$ cat src/rtl/core/rpc_pkg.sv
// Shared types, constants and helper functions for the rectangular/polar converter.
package rpc_pkg;

  localparam int ITERATIONS_DEF = 16;
  localparam int TABLE_LEN      = 24;
  localparam int XW             = 34;
  localparam int ZW             = 34;
  localparam int PW             = 36;
  localparam int SPLIT          = 17;

  localparam logic signed [PW-1:0] PI_Q30      = 36'sd3373259426;
  localparam logic signed [PW-1:0] HALF_PI_Q30 = 36'sd1686629713;
  localparam logic signed [PW-1:0] TWO_PI_Q30  = 36'sd6746518852;
  localparam logic signed [30:0]   INV_GAIN_Q30 = 31'sd652032874;

  localparam logic [29:0] ATAN_Q30 [TABLE_LEN] = '{
    30'd843314857, 30'd497837829, 30'd263043837, 30'd133525159,
    30'd67021687,  30'd33543516,  30'd16775851,  30'd8388437,
    30'd4194283,   30'd2097149,   30'd1048576,   30'd524288,
    30'd262144,    30'd131072,    30'd65536,     30'd32768,
    30'd16384,     30'd8192,      30'd4096,      30'd2048,
    30'd1024,      30'd512,       30'd256,       30'd128
  };

  typedef struct packed {
    logic mode;
    logic re_zero;
    logic re_neg;
    logic im_neg;
    logic flip;
  } rpc_flags_t;

  typedef struct packed {
    logic signed [XW-1:0] x;
    logic signed [XW-1:0] y;
    logic signed [ZW-1:0] z;
  } rpc_vec_t;

  typedef struct packed {
    logic               mode;
    logic signed [16:0] first;
    logic signed [16:0] second;
  } rpc_res_t;

  function automatic logic signed [16:0] sat17(input logic signed [39:0] v);
    logic signed [16:0] r;
    if (v > 40'sd65535) begin
      r = 17'sd65535;
    end else if (v < -40'sd65536) begin
      r = -17'sd65536;
    end else begin
      r = v[16:0];
    end
    return r;
  endfunction

  // one step of whole-turn reduction towards -PI..PI
  function automatic logic signed [PW-1:0] reduce_turn(input logic signed [PW-1:0] z);
    logic signed [PW-1:0] r;
    if (z > PI_Q30) begin
      r = z - TWO_PI_Q30;
    end else if (z < -PI_Q30) begin
      r = z + TWO_PI_Q30;
    end else begin
      r = z;
    end
    return r;
  endfunction

endpackage

$ cat src/rtl/core/rpc_post.sv
// Back end: gain compensation, phase correction, rounding and saturation.
module rpc_post (
  input  logic                clk,
  input  logic                rst_n,
  input  logic                en,
  input  logic                in_valid,
  input  rpc_pkg::rpc_flags_t in_flags,
  input  rpc_pkg::rpc_vec_t   in_vec,
  output logic                out_valid,
  output rpc_pkg::rpc_res_t   out_res
);

  localparam int XW    = rpc_pkg::XW;
  localparam int ZW    = rpc_pkg::ZW;
  localparam int PW    = rpc_pkg::PW;
  localparam int SPLIT = rpc_pkg::SPLIT;
  localparam int HW    = XW - SPLIT;

  logic                   v1_r, v2_r;
  logic                   mode1_r;
  logic signed [47:0]     pp_hi_r, pp_hi_nxt;
  logic        [46:0]     pp_lo_r, pp_lo_nxt;
  logic signed [ZW:0]     zf_r, zf_nxt;
  logic signed [XW-1:0]   xf_r, xf_nxt, yf_r, yf_nxt;
  logic signed [PW-1:0]   zw, zc;
  logic signed [HW-1:0]   xh;
  logic        [SPLIT-1:0] xl;
  rpc_pkg::rpc_res_t      res_r, res_nxt;
  logic signed [65:0]     mag_sum;
  logic signed [PW-1:0]   ph_sum;
  logic signed [XW:0]     re_sum, im_sum;

  always_comb begin
    xh        = in_vec.x[XW-1:SPLIT];
    xl        = in_vec.x[SPLIT-1:0];
    pp_hi_nxt = xh * rpc_pkg::INV_GAIN_Q30;
    pp_lo_nxt = xl * rpc_pkg::INV_GAIN_Q30[29:0];
    zw        = PW'(in_vec.z);
    priority if (in_flags.re_zero) begin
      zc = in_flags.im_neg ? -rpc_pkg::HALF_PI_Q30 : rpc_pkg::HALF_PI_Q30;
    end else if (in_flags.re_neg) begin
      zc = zw + (in_flags.im_neg ? -rpc_pkg::PI_Q30 : rpc_pkg::PI_Q30);
    end else begin
      zc = zw;
    end
    zf_nxt = zc[ZW:0];
    xf_nxt = in_flags.flip ? -in_vec.x : in_vec.x;
    yf_nxt = in_flags.flip ? -in_vec.y : in_vec.y;
  end

  always_comb begin
    mag_sum = (66'(pp_hi_r) <<< SPLIT) + 66'($signed({1'b0, pp_lo_r})) + (66'sd1 <<< 43);
    ph_sum  = PW'(zf_r) + (36'sd1 <<< 17);
    re_sum  = (XW+1)'(xf_r) + (35'sd1 <<< 13);
    im_sum  = (XW+1)'(yf_r) + (35'sd1 <<< 13);
    res_nxt.mode = mode1_r;
    if (mode1_r) begin
      res_nxt.first  = rpc_pkg::sat17(40'($signed(re_sum[XW:14])));
      res_nxt.second = rpc_pkg::sat17(40'($signed(im_sum[XW:14])));
    end else begin
      res_nxt.first  = rpc_pkg::sat17(40'($signed(mag_sum[65:44])));
      res_nxt.second = rpc_pkg::sat17(40'($signed(ph_sum[PW-1:18])));
    end
  end

  always_ff @(posedge clk) begin
    if (!rst_n) begin
      v1_r <= 1'b0;
      v2_r <= 1'b0;
    end else if (en) begin
      v1_r <= in_valid;
      v2_r <= v1_r;
    end
  end

  always_ff @(posedge clk) begin
    if (en) begin
      mode1_r <= in_flags.mode;
      pp_hi_r <= pp_hi_nxt;
      pp_lo_r <= pp_lo_nxt;
      zf_r    <= zf_nxt;
      xf_r    <= xf_nxt;
      yf_r    <= yf_nxt;
      res_r   <= res_nxt;
    end
  end

  assign out_valid = v2_r;
  assign out_res   = res_r;

endmodule

$ cat config.mk
export PLATFORM = sky130hd
export DESIGN_NAME = rpc_post
export DESIGN_NICKNAME = d
export VERILOG_FILES = /design/src/rtl/core/rpc_pkg.sv /design/src/rtl/core/rpc_post.sv
export SDC_FILE = /design/constraint.sdc
export NUM_CORES = 2
export LEC_CHECK = 0
export BUFFER_PORTS_ARGS = -buffer_cell sky130_fd_sc_hd__buf_2
export CORE_MARGIN = 2
export CORE_UTILIZATION = 55
export DETAILED_ROUTE_END_ITERATION = 6
export PLACE_DENSITY = 0.7
export SLEW_MARGIN = 20
export SYNTH_ARGS = -nofsm -noshare
export SYNTH_HDL_FRONTEND = slang
export SYNTH_SLANG_ARGS = --single-unit
$ cat constraint.sdc
create_clock -name clk -period 8.6 [get_ports clk]
set_clock_uncertainty 0.1 [all_clocks]
set_input_delay 0 -clock clk [delete_from_list [all_inputs] [get_ports clk]]
set_output_delay 0 -clock clk [all_outputs]
set_load 0.1 [all_outputs]
-- Yosys cells after proc, flatten, opt, wreduce, memory -nomap -nowiden
Cells that the tools add are included.
Widths: inputs -> output; s select.
- register bits: 234
- bits of input ports: 111
- word-level logic and storage cells: 44
- $add $sub $neg: 8
- $mul: 2
- order comparisons: 8
- muxes and demuxes: 15
- operators with widths (cell ; count):
    $mux 35 ; 4
    $mux 17 ; 8
    $mux 34 ; 3
    $add 34x15->35 const B ; 2
    $neg 34->34 ; 2
    $add 65x48->66 ; 1
    $add 66x45->66 const B ; 1
    $mul 17x30->47 const B ; 1
    $mul 17x29->46 const B ; 1
    $gt 21x17->1 const B ; 2
    $lt 21x17->1 const B ; 2
    $add 35x19->36 const B ; 1
    $add 34x35->35 ; 1
    $gt 22x17->1 const B ; 1
    $lt 22x17->1 const B ; 1
    $gt 18x17->1 const B ; 1
    $lt 18x17->1 const B ; 1

-- Depth between registers and ports, before layout
- depth in word-level cells: 6
- gate-level depth with buffers: 24
- depth with buffers taken out: 24

-- Least setup slack after synthesis
No wires, ideal clock.
- path type: in2reg
- from: input in_vec[73] (netlist bit)
- to: register pp_lo_r[42] (data pin)
- setup time: 0.195 ns
- data arrival time: 5.923 ns
- data required time: 8.305 ns
- setup slack: 2.382 ns
- cell stages on the path: 21
- path buffers: 0
- path through: fa_1 -> inv_1 -> fa_1 -> inv_1 -> fa_1 -> inv_1 -> fa_1 -> inv_1 -> fa_1 -> fa_1 -> ha_1 -> a21o_1 -> a21oi_1 -> nor2_1 -> a41oi_1 -> o21bai_1 -> a211o_1 -> a2111oi_0 -> nor3_1 -> or4_1 -> o311ai_0
- longest elaborated chain between the ends: 1
- ends and longest elaborated chain (what ; line ; source):
    from (decl) ; rpc_post.sv:8 ; input rpc_pkg::rpc_vec_t in_vec,
    $mul 17x29->46 ; rpc_post.sv:37 ; pp_lo_nxt = xl * rpc_pkg::INV_GAIN_Q30[29:0];
    named net pp_lo_nxt[42] ; rpc_post.sv:22 ; logic [46:0] pp_lo_r, pp_lo_nxt;
    to (signal assigned) ; rpc_post.sv:80 ; pp_lo_r <= pp_lo_nxt;
    to (decl) ; rpc_post.sv:22 ;
The timed path passes the listed nets, and every way through them passes these cells.
A chain may end at the register's enable or synchronous reset.

-- Worst setup path after layout
- from: input in_vec[81] (netlist bit)
- to: register pp_lo_r[42] (data pin)
The elaborated chain is that of the path after synthesis.

==> results.toml <==
[run_status]
outcome = "finished, final reports clean"

[detailed_routing]
vias_per_cell = 5.52
ant_nets = 0
wl_per_cell_um = 19.2
vias = 19700
drtIter0Drc = 1185
drc = 0
routed_wl_um = 68300
first_pass_iters = 5

[critical_path]
crit_arrival_ns = 7.63
worstPathCellList = "dlygate4sd3_1, buf_2, inv_1, ha_1, fa_1, fa_1, inv_1, fa_1, inv_1, fa_1, fa_1, ha_1, a21o_1, a21oi_1, o211ai_1, a21oi_1, o21bai_1, a211o_1, a2111oi_0, nor3_1, or4_1, o311ai_0"
cp.required_ns = 8.75
rr_worst_depth = 11
path_class = "primary input to flip-flop"
reg2reg_to = "out_res[22]"
cp-endpoint = "pp_lo_r[42]"
cp_max_fo = 8
cp-startpoint = "in_vec[81]"
r2r_start = "pp_hi_r[11]"
cpPeakStageDelay_ns = 0.77
cp_common_cell = "fa_1"
endpoint_kind = "flip-flop"
r2r_setup_slack_ns = 4.13
crit_path_start_kind = "primary input"
slowest_stage = "a2111oi_0"

[clock_network]
root_buffer = "clkbuf_16"
cts_resized = 0
cts_sinks = 174
clkLatencyLatePin_ns = 0.45
numCtsBuffers = 17
path_clk_slew_ns = 0.07
h-tree-depth = 4
clk_path_buf_depth = 2
tritoncts = "yes"

[placement]
routabilityCongestion = 0.985
port_buffers = 145
placedCellCount = 3451
place_hpwl_um = 58300

[die]
pin_count = 147
initial_utilization_pct = 55.5
die_w_um = 226
row_count = 81
die_height_um = 226
dieArea_mm2 = 0.0511
core_area_mm2 = 0.0488

[cells_and_area]
drive_gt1_share_pct = 7.53
antenna_cells = 0
layout_commonest_cell = "inv_1"
regArea_mm2 = 0.00520
layout_common_cells = "587 x inv_1, 434 x ha_1, 387 x fa_1, 172 x edfxtp_1, 168 x a21oi_1"
fill_cells = 4105
syn_to_final_growth_pct = 10.6
nets = 3815
multi_input_area_mm2 = 0.0196
final_cells = 3560

[synth]
synth_top_family_by_area = "adder cells"
ys_seq_elements = 174
async_flop_share_pct = 0
synthSimpleGateAreaFrac_pct = 8.48
synth.distinct_cells = 68
syn_area_per_cell_um2 = 10.2
syn_area_mm2 = 0.0271
netlist_instances = 2660
yosys_warnings = 0
synth_nets = 3592
synthAdderAreaFrac_pct = 48.6
yosys_most_used_dff = "edfxtp_1"
synth-edff-count = 172
synth-compound-area-share_pct = 9.82
synthMuxAreaShare_pct = 0.198
synth_xor_area_share_pct = 5.30
yosysSeqAreaShare_pct = 19.2

[sta]
setup-tns-final_ns = 0
drv_slew = 0
rsz0062_at_grt = "false"
maxSlewHeadroom_pct = 34.5
worstMarginPinSlew_ns = 0.983
hold_viol = 0
min_period_ns = 7.48
fmax_mhz = 134
min_period_over_period_pct = 87.0
setup_viol = 0

[grt]
antenna_found_initial = 0
gr-total-overflow = 0
grt_max_degree = 81
grt_first_pass_wirelength_um = 112000
grt_pass1_vias = 21000
grtUsageTotal_pct = 28.6

[worst_hold_path]
holdCritPathClass = "primary input to flip-flop"

[flow_run]
cap_viol_max_count = 0
==> layer usage <==
layer / routed length [um] / track usage [%]
met2: 32800 / 47.6
met1: 30300 / 39.3
met5: 0 / 0
met3: 3660 / 4.44
met4: 1470 / 7.24
==> cells by family (layout without fill, tap and decap cells) <==
| family | Yosys count | in the layout |
|---|---|---|
| and+or+nand+nor | 462 | 462 |
| xor gates and xnor gates | 164 | 164 |
| muxes | 5 | 5 |
| buffers and inverters | 609 | 845 |
| AOI/OAI and AO/OA | 425 | 425 |
| adders and majority gates | 821 | 821 |
| DFF | 174 | 174 |
==> critical path: cells and delay by family <==
kind                       cells  cell delay, ns
buffers and inverters          5            1.08
adders and majority gates      7            3.49
AOI/OAI and AO/OA              8            2.27
and+or+nand+nor                2            0.79
==> worst min-delay path by stage <==
stage | from | cells past startpoint | endpoint
finish | in_flags[3] | 2 | zf_r[23]
global route | in_flags[3] | 2 | zf_r[21]
CTS | in_flags[3] | 2 | zf_r[23]
detailed placement | in_flags[4] | 1 | mode1_r
global placement | in_flags[4] | 1 | mode1_r
floorplan | in_flags[4] | 0 | mode1_r
==> synth_stat cells, types with 24 or more instances <==
| cell | instances | area [um^2] |
|---|---|---|
| inv_1 | 587 | 2200 |
| ha_1 | 434 | 5430 |
| fa_1 | 387 | 7750 |
| edfxtp_1 | 172 | 5160 |
| a21oi_1 | 170 | 851 |
| nand2_1 | 147 | 552 |
| xnor2_1 | 119 | 1040 |
| nor2_1 | 79 | 297 |
| o21ai_0 | 65 | 325 |
| a21o_1 | 55 | 413 |
| nand3_1 | 55 | 275 |
| xor2_1 | 45 | 394 |
| nor3_1 | 43 | 215 |
| o21a_1 | 26 | 195 |
| nand4_1 | 24 | 150 |
==> final cells by class <==
type | count | share of cell area [%]
flip-flops and latches | 174 | 17.3
repair buffers | 225 | 5.07
clock buffers | 17 | 1.42
inverters | 588 | 7.36
multi-input cells | 1877 | 65.5
well taps | 664 | 2.77
clock inverters | 15 | 0.588
==> metrics by stage <==
step | setup slack (ns) | hold slack [ns] | utilization [%] | cell area, um^2
after floorplan | 2.38 | -0.00113 | - | 27100
after global placement | 1.35 | 0.0921 | 58.6 | 28600
after detailed placement | 1.28 | 0.0846 | 58.6 | 28600
after CTS | 1.28 | 0.00139 | 61.4 | 30000
after global routing | 0.651 | 0.0283 | 61.4 | 30000
final | 1.12 | 0.0279 | 61.4 | 30000
==> state kept, by name, indices dropped and copies added, names as in the netlist <==
name       flops
zf_r          18
out_valid      1
pp_hi_r       47
xf_r          21
pp_lo_r       29
mode1_r        1
v1_r           1
out_res       35
yf_r          21
==> repair_timing <==
item / CTS / global route
endpoints found under the hold margin: 81 / 0
buffers inserted: 0 / 0
hold buffers: 75 / 0
Power is left out: the tool's default activity adds up to more than one toggle a clock period on the data nets, which glitch-free logic cannot reach.
