**src/rtl/core/rpc_pkg.sv**
```systemverilog
// Shared types, constants and helper functions for the rectangular/polar converter.
package rpc_pkg;

  localparam int ITERATIONS_DEF = 16;
  localparam int TABLE_LEN      = 24;
  localparam int XW             = 34;
  localparam int ZW             = 34;
  localparam int PW             = 36;
  localparam int SPLIT          = 17;

  localparam logic signed [PW-1:0] PI_Q30      = 36'sd3373259426;
  localparam logic signed [PW-1:0] HALF_PI_Q30 = 36'sd1686629713;
  localparam logic signed [PW-1:0] TWO_PI_Q30  = 36'sd6746518852;
  localparam logic signed [30:0]   INV_GAIN_Q30 = 31'sd652032874;

  localparam logic [29:0] ATAN_Q30 [TABLE_LEN] = '{
    30'd843314857, 30'd497837829, 30'd263043837, 30'd133525159,
    30'd67021687,  30'd33543516,  30'd16775851,  30'd8388437,
    30'd4194283,   30'd2097149,   30'd1048576,   30'd524288,
    30'd262144,    30'd131072,    30'd65536,     30'd32768,
    30'd16384,     30'd8192,      30'd4096,      30'd2048,
    30'd1024,      30'd512,       30'd256,       30'd128
  };

  typedef struct packed {
    logic mode;
    logic re_zero;
    logic re_neg;
    logic im_neg;
    logic flip;
  } rpc_flags_t;

  typedef struct packed {
    logic signed [XW-1:0] x;
    logic signed [XW-1:0] y;
    logic signed [ZW-1:0] z;
  } rpc_vec_t;

  typedef struct packed {
    logic               mode;
    logic signed [16:0] first;
    logic signed [16:0] second;
  } rpc_res_t;

  function automatic logic signed [16:0] sat17(input logic signed [39:0] v);
    logic signed [16:0] r;
    if (v > 40'sd65535) begin
      r = 17'sd65535;
    end else if (v < -40'sd65536) begin
      r = -17'sd65536;
    end else begin
      r = v[16:0];
    end
    return r;
  endfunction

  // one step of whole-turn reduction towards -PI..PI
  function automatic logic signed [PW-1:0] reduce_turn(input logic signed [PW-1:0] z);
    logic signed [PW-1:0] r;
    if (z > PI_Q30) begin
      r = z - TWO_PI_Q30;
    end else if (z < -PI_Q30) begin
      r = z + TWO_PI_Q30;
    end else begin
      r = z;
    end
    return r;
  endfunction

endpackage

```
**src/rtl/core/rpc_prep.sv**
```systemverilog
// Front end: scaling, gain pre-compensation, turn reduction and half-plane fold.
module rpc_prep (
  input  logic                    clk,
  input  logic                    rst_n,
  input  logic                    en,
  input  logic                    in_valid,
  input  logic                    in_mode,
  input  logic signed [16:0]      in_first,
  input  logic signed [16:0]      in_second,
  output logic                    out_valid,
  output rpc_pkg::rpc_flags_t     out_flags,
  output rpc_pkg::rpc_vec_t       out_vec
);

  localparam int XW = rpc_pkg::XW;
  localparam int ZW = rpc_pkg::ZW;
  localparam int PW = rpc_pkg::PW;

  logic                  v1_r, v2_r, v3_r, v4_r, v5_r;
  rpc_pkg::rpc_flags_t   f1_r, f2_r, f3_r, f4_r, f5_r;
  rpc_pkg::rpc_flags_t   f1_nxt, f5_nxt;
  logic signed [XW-1:0]  x1_r, x2_r, x3_r, x4_r, x5_r;
  logic signed [XW-1:0]  y1_r, y2_r, y3_r, y4_r, y5_r;
  logic signed [XW-1:0]  x1_nxt, y1_nxt, x2_nxt;
  logic signed [PW-1:0]  z1_r, z2_r, z3_r, z4_r;
  logic signed [PW-1:0]  z1_nxt, z2_nxt, z3_nxt, z4_nxt, z5_full;
  logic signed [ZW-1:0]  z5_r;
  logic signed [47:0]    prod1_r, prod1_nxt;
  logic signed [47:0]    prod_rnd;
  logic signed [XW-1:0]  re_s, im_s;
  logic                  neg;

  always_comb begin
    re_s      = {{(XW-31){in_first[16]}}, in_first, 14'b0};
    im_s      = {{(XW-31){in_second[16]}}, in_second, 14'b0};
    neg       = !in_mode && in_first[16];
    x1_nxt    = neg ? -re_s : re_s;
    y1_nxt    = in_mode ? '0 : (neg ? -im_s : im_s);
    z1_nxt    = in_mode ? {{(PW-35){in_second[16]}}, in_second, 18'b0} : '0;
    prod1_nxt = in_first * rpc_pkg::INV_GAIN_Q30;
    f1_nxt    = '{mode: in_mode, re_zero: (in_first == '0), re_neg: neg,
                  im_neg: in_second[16], flip: 1'b0};
  end

  always_comb begin
    prod_rnd = prod1_r + 48'sd32768;
    x2_nxt   = f1_r.mode ? XW'(prod_rnd >>> 16) : x1_r;
    z2_nxt   = rpc_pkg::reduce_turn(z1_r);
    z3_nxt   = rpc_pkg::reduce_turn(z2_r);
    z4_nxt   = rpc_pkg::reduce_turn(z3_r);
  end

  always_comb begin
    f5_nxt = f4_r;
    priority if (z4_r > rpc_pkg::HALF_PI_Q30) begin
      z5_full     = z4_r - rpc_pkg::PI_Q30;
      f5_nxt.flip = 1'b1;
    end else if (z4_r < -rpc_pkg::HALF_PI_Q30) begin
      z5_full     = z4_r + rpc_pkg::PI_Q30;
      f5_nxt.flip = 1'b1;
    end else begin
      z5_full     = z4_r;
    end
  end

  always_ff @(posedge clk) begin
    if (!rst_n) begin
      v1_r <= 1'b0;
      v2_r <= 1'b0;
      v3_r <= 1'b0;
      v4_r <= 1'b0;
      v5_r <= 1'b0;
    end else if (en) begin
      v1_r <= in_valid;
      v2_r <= v1_r;
      v3_r <= v2_r;
      v4_r <= v3_r;
      v5_r <= v4_r;
    end
  end

  always_ff @(posedge clk) begin
    if (en) begin
      f1_r    <= f1_nxt;
      x1_r    <= x1_nxt;
      y1_r    <= y1_nxt;
      z1_r    <= z1_nxt;
      prod1_r <= prod1_nxt;
      f2_r    <= f1_r;
      x2_r    <= x2_nxt;
      y2_r    <= y1_r;
      z2_r    <= z2_nxt;
      f3_r    <= f2_r;
      x3_r    <= x2_r;
      y3_r    <= y2_r;
      z3_r    <= z3_nxt;
      f4_r    <= f3_r;
      x4_r    <= x3_r;
      y4_r    <= y3_r;
      z4_r    <= z4_nxt;
      f5_r    <= f5_nxt;
      x5_r    <= x4_r;
      y5_r    <= y4_r;
      z5_r    <= z5_full[ZW-1:0];
    end
  end

  assign out_valid = v5_r;
  assign out_flags = f5_r;
  assign out_vec   = '{x: x5_r, y: y5_r, z: z5_r};

endmodule

```
**config.mk**
```make
export PLATFORM = sky130hd
export DESIGN_NAME = rpc_prep
export DESIGN_NICKNAME = d
export VERILOG_FILES = /design/src/rtl/core/rpc_pkg.sv /design/src/rtl/core/rpc_prep.sv
export SDC_FILE = /design/constraint.sdc
export NUM_CORES = 1
export LEC_CHECK = 0
export BUFFER_PORTS_ARGS = -buffer_cell sky130_fd_sc_hd__buf_2
export CORE_MARGIN = 8
export CORE_UTILIZATION = 35
export CTS_CLUSTER_SIZE = 8
export DETAILED_ROUTE_END_ITERATION = 8
export PLACE_DENSITY = 0.62
export REMOVE_ABC_BUFFERS = 1
export SYNTH_ARGS = -nofsm -noshare
export SYNTH_HDL_FRONTEND = slang
export SYNTH_SLANG_ARGS = --single-unit
```
**constraint.sdc**
```tcl
create_clock -name clk -period 7.05 [get_ports clk]
set_clock_uncertainty 0.2 [all_clocks]
set_input_delay 1.0575 -clock clk [delete_from_list [all_inputs] [get_ports clk]]
set_output_delay 1.0575 -clock clk [all_outputs]
set_load 0.1 [all_outputs]
```
# Word level (Yosys, flattened, before mapping)
# Cells that the tools add are included.
# classes
n_addsub	11
order_cmp	8
bitwise_logic	1
multipliers	1
n_reduce_logical	5
mux	11
# op_table
cell	count
$mux 36	6
$mux 34	5
$add 36x34->36 const B	2
$gt 36x33->1 const B	2
$lt 36x33->1 const B	2
$sub 36x34->36 const B	2
$add 48x17->48 const B	1
$mul 17x30->47 const B	1
$add 35x34->36 const B	1
$gt 36x32->1 const B	1
$lt 36x32->1 const B	1
$sub 35x34->36 const B	1
$gt 35x33->1 const B	1
$lt 35x33->1 const B	1
$add 34x33->34 const B	1
$neg 31->34	1
$neg 34->34	1
$sub 34x33->34 const B	1
$logic_not 17->1	1
$reduce_or 2->1	2
$logic_and 1x1->1	1
$logic_not 1->1	1
$not 1->1	1
# totals
reg_bits	590
out_inout_bits	108
word_cells	82
input_bits	39

# Logic depth before layout (Yosys ltp)
# Gate-level depths: netlist (run 1).
# depth
word_depth	4
depth_mapped	23
ltp_nobuf	23

# Worst setup path after synthesis (run 1)
# Ideal clock, no wire load.
# synth_timing
path_kind	input to register
startpoint	input port in_first[14]
endpoint	register prod1_r[42] (data pin)
required_time_ps	6592
stages	21
arrival_time_ps	6243
path_slack_ps	349
cell_sequence	fa_1 -> ha_1 -> inv_1 -> fa_1 -> inv_1 -> fa_1 -> fa_1 -> inv_1 -> fa_1 -> inv_1 -> ha_1 -> clkbuf_1 -> a21oi_1 -> o211ai_1 -> a211oi_1 -> nand2_1 -> a41oi_2 -> o211ai_1 -> a31o_2 -> a21oi_1 -> xnor2_1
# synth_between
elab_chain_cells	1
# synth_lines
element	line_no	text
from (decl)	rpc_prep.sv:8	input logic signed [16:0] in_first,
$mul 17x30->47	rpc_prep.sv:40	prod1_nxt = in_first * rpc_pkg::INV_GAIN_Q30;
named net prod1_nxt[42]	rpc_prep.sv:28	logic signed [47:0] prod1_r, prod1_nxt;
to (signal assigned)	rpc_prep.sv:88	prod1_r <= prod1_nxt;
to (decl)	rpc_prep.sv:28	
# The timed path passes the listed nets, and every way through them passes these cells.
# A chain may end at the register's enable or synchronous reset.

# Worst setup path after layout (run 1)
# layout_timing
startpoint	input port in_first[8]
endpoint	register prod1_r[47] (data pin)
# The elaborated chain is that of the path after synthesis.

==> results of run 1 <==
-- layer usage --
layer	wire length, um	up-vias
met2	30500	370
met4	1470	8
li1	-	8976
met5	55	-
met3	3510	99
met1	28200	8630
-- registers in the layout, indices dropped and copies added, names as in the netlist, 5 cells and up --
name       count
z3_r          33
y4_r          20
y5_r          20
z4_r          34
z5_r          33
y2_r          20
x5_r          34
x2_r          34
y1_r          20
z1_r          17
y3_r          20
x1_r          20
x4_r          34
out_flags      5
x3_r          34
prod1_r       33
z2_r          21
-- stage by stage --
| stage | setup TNS, ns | hold slack [ns] |
|---|---|---|
| floorplan | 0 | 0.200 |
| global placement | -0.0785 | 0.202 |
| detailed placement | -0.257 | 0.205 |
| CTS | 0 | 0.197 |
| global route | 0 | 0.212 |
| finish | 0 | 0.200 |
-- power breakdown --
part	total (mW)	internal, mW	switching (mW)
combinational	11.1	5.05	6.06
clock	2.85	1.73	1.12
sequential	4.25	3.91	0.339
total	18.2	10.7	7.51
-- cell type report --
cell class / instances / area (um2)
antenna: 3 / 7.51
clock buffer: 68 / 1680
clock inverter: 9 / 159
fill: 7803 / 48300
inverter: 333 / 1250
multi-input combinational: 1556 / 13400
sequential: 453 / 13600
tap: 1070 / 1340
timing repair buffer: 288 / 1870
-- cell usage in the layout (no fill, tap or decap), drive strengths merged, types with 26 or more instances in the layout --
cell type,synthesis,final
xor2,64,64
nand2,124,124
fa,189,189
ha,197,197
edfxtp,448,448
a31oi,31,31
nand3,40,40
o22ai,26,26
o21ai,90,90
buf,44,288
xnor2,116,116
a21oi,127,127
a21o,26,26
nor3,37,37
nor2,148,148
clkbuf,63,68
inv,333,335
and2,37,37
-- worst register-to-register path: stages (launching register included) --
cell      delay [ns]
edfxtp_1        0.50
or3_1           0.42
a211o_1         0.30
a211oi_1        0.27
o21ai_1         0.09
nand2b_1        0.13
and2_1          0.56
mux2_2          0.40
a222oi_1        0.26
-- final timing paths --
check | from | to | cells past startpoint | slack, ns
worst max-delay path | in_first[8] | prod1_r[47] | 22 | 0.47
worst min-delay path | x3_r[19] | x4_r[19] | 0 | 0.20
worst max register to register | z4_r[21] | z5_r[6] | 8 | 3.70
worst min register to register | x3_r[19] | x4_r[19] | 0 | 0.20
-- logic make-up after synthesis --
kind of cell	synth area share (%)
other cells	0.0131
xor+xnor	5.51
flops	47.3
simple gates	8.70
fa+ha+maj	21.8
buf+inv	6.11
mux	0.459
compound gates	10.1
==> run summary, run 1 <==
Layout cell share with drive strength beyond 1: 14.2%
Post-detail-place hpwl: 49700 um
Pre-CTS WS: -0.140 ns
Flops & latches, synth: 453
Die Area: 0.0912 mm2
Mapped Cells: 2435
Critical path buffer and inverter count: 6
Initial Util: 35.1%
Synth area leader: edfxtp_1
Max frequency: 152 MHz
Drt pass-1 iters: 5
Arrival time worst endpoint: 6.72 ns
Ports: 147
Worst endpoint required time: 7.19 ns
Final Instance Count excl. Fillers: 3780
Crit path max fanout: 5
Root buffer cell: clkbuf_16
Worst path max stage delay: 0.58 ns
Sequential fraction of the synthesis area: 47.3%
FP Rows: 105
CTS resizes: 0
Startpoint types: input port
H-tree Lvls: 3
GRT Total Usage: 13.9%
Max Cap Violations: 0
Final setup violation count: 0
Max clock buf depth: 3
Post-synthesis cell area: 0.0286 mm2
Number of global-route vias before repair: 18000
HP Class: flop to flop
Fin. Hold Viols: 0
EDFF count, synth: 448
Pwr/cell area: 548 mW/mm2
Clock-pin slew on the worst setup and hold paths: 0.05 ns
Total power: 18.2 mW
Main synth FF type: edfxtp_1
Most Used Layer, Global Route: met2
Fraction of registers with async set/reset: 0%
Core Region: 0.0816 mm2
RSZ-0062 raised after global routing: false
Maximum vdd drop: 549 uV
PortBufs: 131
Synth Warn #: 0
Most Frequent Cell on Critical Path: fa_1
Total global routing overflow: 0
Via count: 18100
Met3 usage: 3.23%
ANT nets after route: 0
CTS tree: built
Kind of cell adding the most delay to the critical path: adder cells
Slew margin rel.: 40.6%
Crit path cell chain: buf_2 > inv_1 > ha_1 > fa_1 > inv_1 > buf_4 > fa_1 > inv_1 > fa_1 > fa_1 > fa_1 > ha_1 > a21oi_1 > o211ai_1 > a211oi_1 > buf_4 > nand2_1 > a41oi_2 > o2111ai_1 > a31o_2 > a21oi_1 > xnor2_1
Largest net degree at the start of global routing: 162
Postcts setup bufs: 0
Top post-synthesis cells by area: edfxtp_1 (47%), fa_1 (13%), ha_1 (8.6%)
Grt met2 use: 23.2%
First-pass GRT wire length: 99400 um
Routability cong.: 0.926
Status: finished clean
P_leak: 13.8 nW
Core Util, Final: 40.7%
Synth cell count leaders: edfxtp_1 (448), inv_1 (333), ha_1 (197), fa_1 (189), nor2_1 (147)
Syn avg cell area: 11.8 um2
CP Capture Type: flop
Number of hold buffers added after CTS: 0
# clock sinks: 453
CTS buffer count: 67
Worst Tran Pin Value: 0.891 ns
Vias per cell: 4.78
Post-synth top area share: 47.0%
Pins Over Slew Limit: 0
Number of library cell types mapped by synthesis: 78
Placed cell area: 0.0314 mm2
CP max stage cell: fa_1
Period utilization: 93.3%
Layout overhead on the synthesized area: 16.1%
Worst skew pair latency: 0.59 ns
Initial DRC Count: 1168
DP Cell Count: 3700
Die H: 302 um
Final wirelength: 63800 um
M1 GR Usage: 17.8%
Die width: 302 um
Most numerous cell in the Yosys netlist: edfxtp_1
Final setup margin: 0.472 ns
DRC Markers: 0
Design area: 0.0332 mm2
Crit path time final: 6.58 ns
Initial antenna violation count: 9
Worst setup path category: input port to flop
WL/cell: 16.9 um
Number of nets at the end of the flow: 3124
(Power assumes the default switching activity.)
==> run 2: changes to the inputs <==
--- a/config.mk
+++ b/config.mk
@@ -8,10 +8,13 @@
 export BUFFER_PORTS_ARGS = -buffer_cell sky130_fd_sc_hd__buf_2
 export CORE_MARGIN = 8
 export CORE_UTILIZATION = 35
+export CTS_CLUSTER_DIAMETER = 30
 export CTS_CLUSTER_SIZE = 8
 export DETAILED_ROUTE_END_ITERATION = 8
+export GPL_ROUTABILITY_DRIVEN = 1
 export PLACE_DENSITY = 0.62
 export REMOVE_ABC_BUFFERS = 1
+export SETUP_SLACK_MARGIN = 0.5
 export SYNTH_ARGS = -nofsm -noshare
 export SYNTH_HDL_FRONTEND = slang
 export SYNTH_SLANG_ARGS = --single-unit
==> run 2 against run 1 <==
  * Setup slack improved by 0.24 ns
  * Via count increased by 1.6%
  * Sequential share of layout area decreased by 1.8 points
  * First-iteration DRC count decreased by 3.4%
  * Final cell count increased by 2.5%
  * Design area increased by 4.5%
==> run summary, run 2 (same netlist as run 1, synthesis figures left out) <==
Status: finished clean (unchanged)
Number of global-route vias before repair: 18300 (was 18000)
CP Capture Type: flop (unchanged)
Crit path max fanout: 3 (was 5)
Worst skew pair latency: 0.62 ns (was 0.59 ns)
WL/cell: 16.5 um (was 16.9 um)
Final setup violation count: 0 (unchanged)
Pwr/cell area: 576 mW/mm2 (was 548 mW/mm2)
Number of hold buffers added after CTS: 0 (unchanged)
Crit path time final: 6.34 ns (was 6.58 ns)
ANT nets after route: 0 (unchanged)
Max frequency: 158 MHz (was 152 MHz)
Initial DRC Count: 1128 (was 1168)
Worst Tran Pin Value: 0.880 ns (was 0.891 ns)
Vias per cell: 4.74 (was 4.78)
Via count: 18400 (was 18100)
Clock-pin slew on the worst setup and hold paths: 0.04 ns (was 0.05 ns)
Pins Over Slew Limit: 0 (unchanged)
HP Class: flop to flop (unchanged)
Die Area: 0.0912 mm2 (unchanged)
Post-detail-place hpwl: 49700 um (unchanged)
Ports: 147 (unchanged)
Total power: 20.0 mW (was 18.2 mW)
DP Cell Count: 3700 (unchanged)
Routability cong.: 0.926 (unchanged)
Arrival time worst endpoint: 6.50 ns (was 6.72 ns)
Initial Util: 35.1% (unchanged)
Root buffer cell: clkbuf_16 (unchanged)
Filler cell count: 7679 (was 7803)
GRT Total Usage: 13.8% (was 13.9%)
Maximum vdd drop: 557 uV (was 549 uV)
Startpoint types: input port (unchanged)
Placed cell area: 0.0314 mm2 (unchanged)
Design area: 0.0347 mm2 (was 0.0332 mm2)
Most frequent cells in the layout: edfxtp_1 (448), inv_1 (333), ha_1 (195) (was edfxtp_1 (448), inv_1 (333), ha_1 (197))
Final wirelength: 63900 um (was 63800 um)
Total global routing overflow: 0 (unchanged)
Layout cell share with drive strength beyond 1: 17.0% (was 14.2%)
Number of nets at the end of the flow: 3155 (was 3124)
Core Util, Final: 42.6% (was 40.7%)
P_leak: 14.5 nW (was 13.8 nW)
FP Rows: 105 (unchanged)
Final Instance Count excl. Fillers: 3875 (was 3780)
PortBufs: 131 (unchanged)
CTS resizes: 0 (unchanged)
Die H: 302 um (unchanged)
Worst setup path category: input port to flop (unchanged)
Period utilization: 89.9% (was 93.3%)
RSZ-0062 raised after global routing: true (was false)
Layout overhead on the synthesized area: 21.3% (was 16.1%)
Postcts setup bufs: 0 (unchanged)
Die width: 302 um (unchanged)
DRC Markers: 0 (unchanged)
# clock sinks: 453 (unchanged)
H-tree Lvls: 3 (unchanged)
Initial antenna violation count: 7 (was 9)
Max clock buf depth: 3 (unchanged)
Worst endpoint required time: 7.21 ns (was 7.19 ns)
Slew margin rel.: 41.3% (was 40.6%)
Core Region: 0.0816 mm2 (unchanged)
Largest net degree at the start of global routing: 162 (unchanged)
Fin. Hold Viols: 0 (unchanged)
CTS buffer count: 98 (was 67)
Commonest non-fill, non-tap cell in the layout: edfxtp_1 (unchanged)
CTS tree: built (unchanged)
First-pass GRT wire length: 99500 um (was 99400 um)
Max Cap Violations: 0 (unchanged)
Drt pass-1 iters: 5 (unchanged)
==> run 2: changes by cell type in the layout (fill, tap and decap cells not counted), sizes merged <==
cell,change
bufinv,+9
diode,-1
clkinvlp,+14
clkinv,+29
clkbuf,+43
inv,+1
==> run 2: final cells by class <==
| cell class | instances | area [um2] | share of cell area, % |
|---|---|---|---|
| inverters | 333 | 1250 | 3.60 |
| flip-flops and latches | 453 | 13600 | 39.0 |
| repair buffers | 288 | 1870 | 5.38 |
| clock buffers | 111 | 2520 | 7.26 |
| clock inverters | 62 | 714 | 2.06 |
| multi-input cells | 1556 | 13500 | 38.8 |
| well taps | 1070 | 1340 | 3.85 |
| diodes | 2 | 5.00 | 0.0144 |
==> run 2: where the power goes <==
group          switching [mW]  total (mW)  internal, mW
clock                    1.41        4.34          2.93
sequential              0.340        4.26          3.92
combinational            6.24        11.4          5.18
total                    7.99        20.0          12.0
==> run 2: path summary, 6_finish.rpt <==
check	endpoint	depth (start not counted)	slack [ns]	from
setup reg to reg	z5_r[6]	8	3.72	z4_r[21]
setup / recovery	prod1_r[42]	23	0.71	in_first[14]
hold reg to reg	x3_r[7]	0	0.19	x2_r[7]
hold / removal	x3_r[7]	0	0.19	x2_r[7]
==> run 2: stage by stage <==
| step | hold WS [ns] | setup TNS [ns] | setup slack, ns |
|---|---|---|---|
| floorplan | 0.200 | 0 | 0.363 |
| global placement | 0.202 | -0.0785 | -0.0740 |
| detailed placement | 0.205 | -0.257 | -0.140 |
| CTS | 0.178 | 0 | 0.539 |
| global route | 0.176 | 0 | 0.488 |
| finish | 0.186 | 0 | 0.709 |
==> run 2: routing by layer <==
metal / wire length (um) / up-vias / track usage, %
li1: - / 9091 / -
met1: 27800 / 8717 / 17.6
met2: 30700 / 432 / 23.2
met3: 3730 / 117 / 3.13
met4: 1650 / 8 / 4.67
met5: 57 / - / 0
==> run 2: critical path, cell delays in order <==
cell and delay [ns]:
buf_2 0.13, buf_4 0.12, inv_1 0.05, ha_1 0.35
fa_1 0.54, inv_1 0.06, fa_1 0.50, inv_1 0.05
fa_1 0.50, fa_1 0.54, inv_1 0.05, fa_1 0.52
inv_1 0.04, ha_1 0.31, o21ai_0 0.22, nor3b_1 0.09
a311oi_2 0.31, o21ai_2 0.12, a41oi_4 0.25, o211ai_1 0.16
a31o_2 0.30, a21oi_2 0.15, xnor2_1 0.07
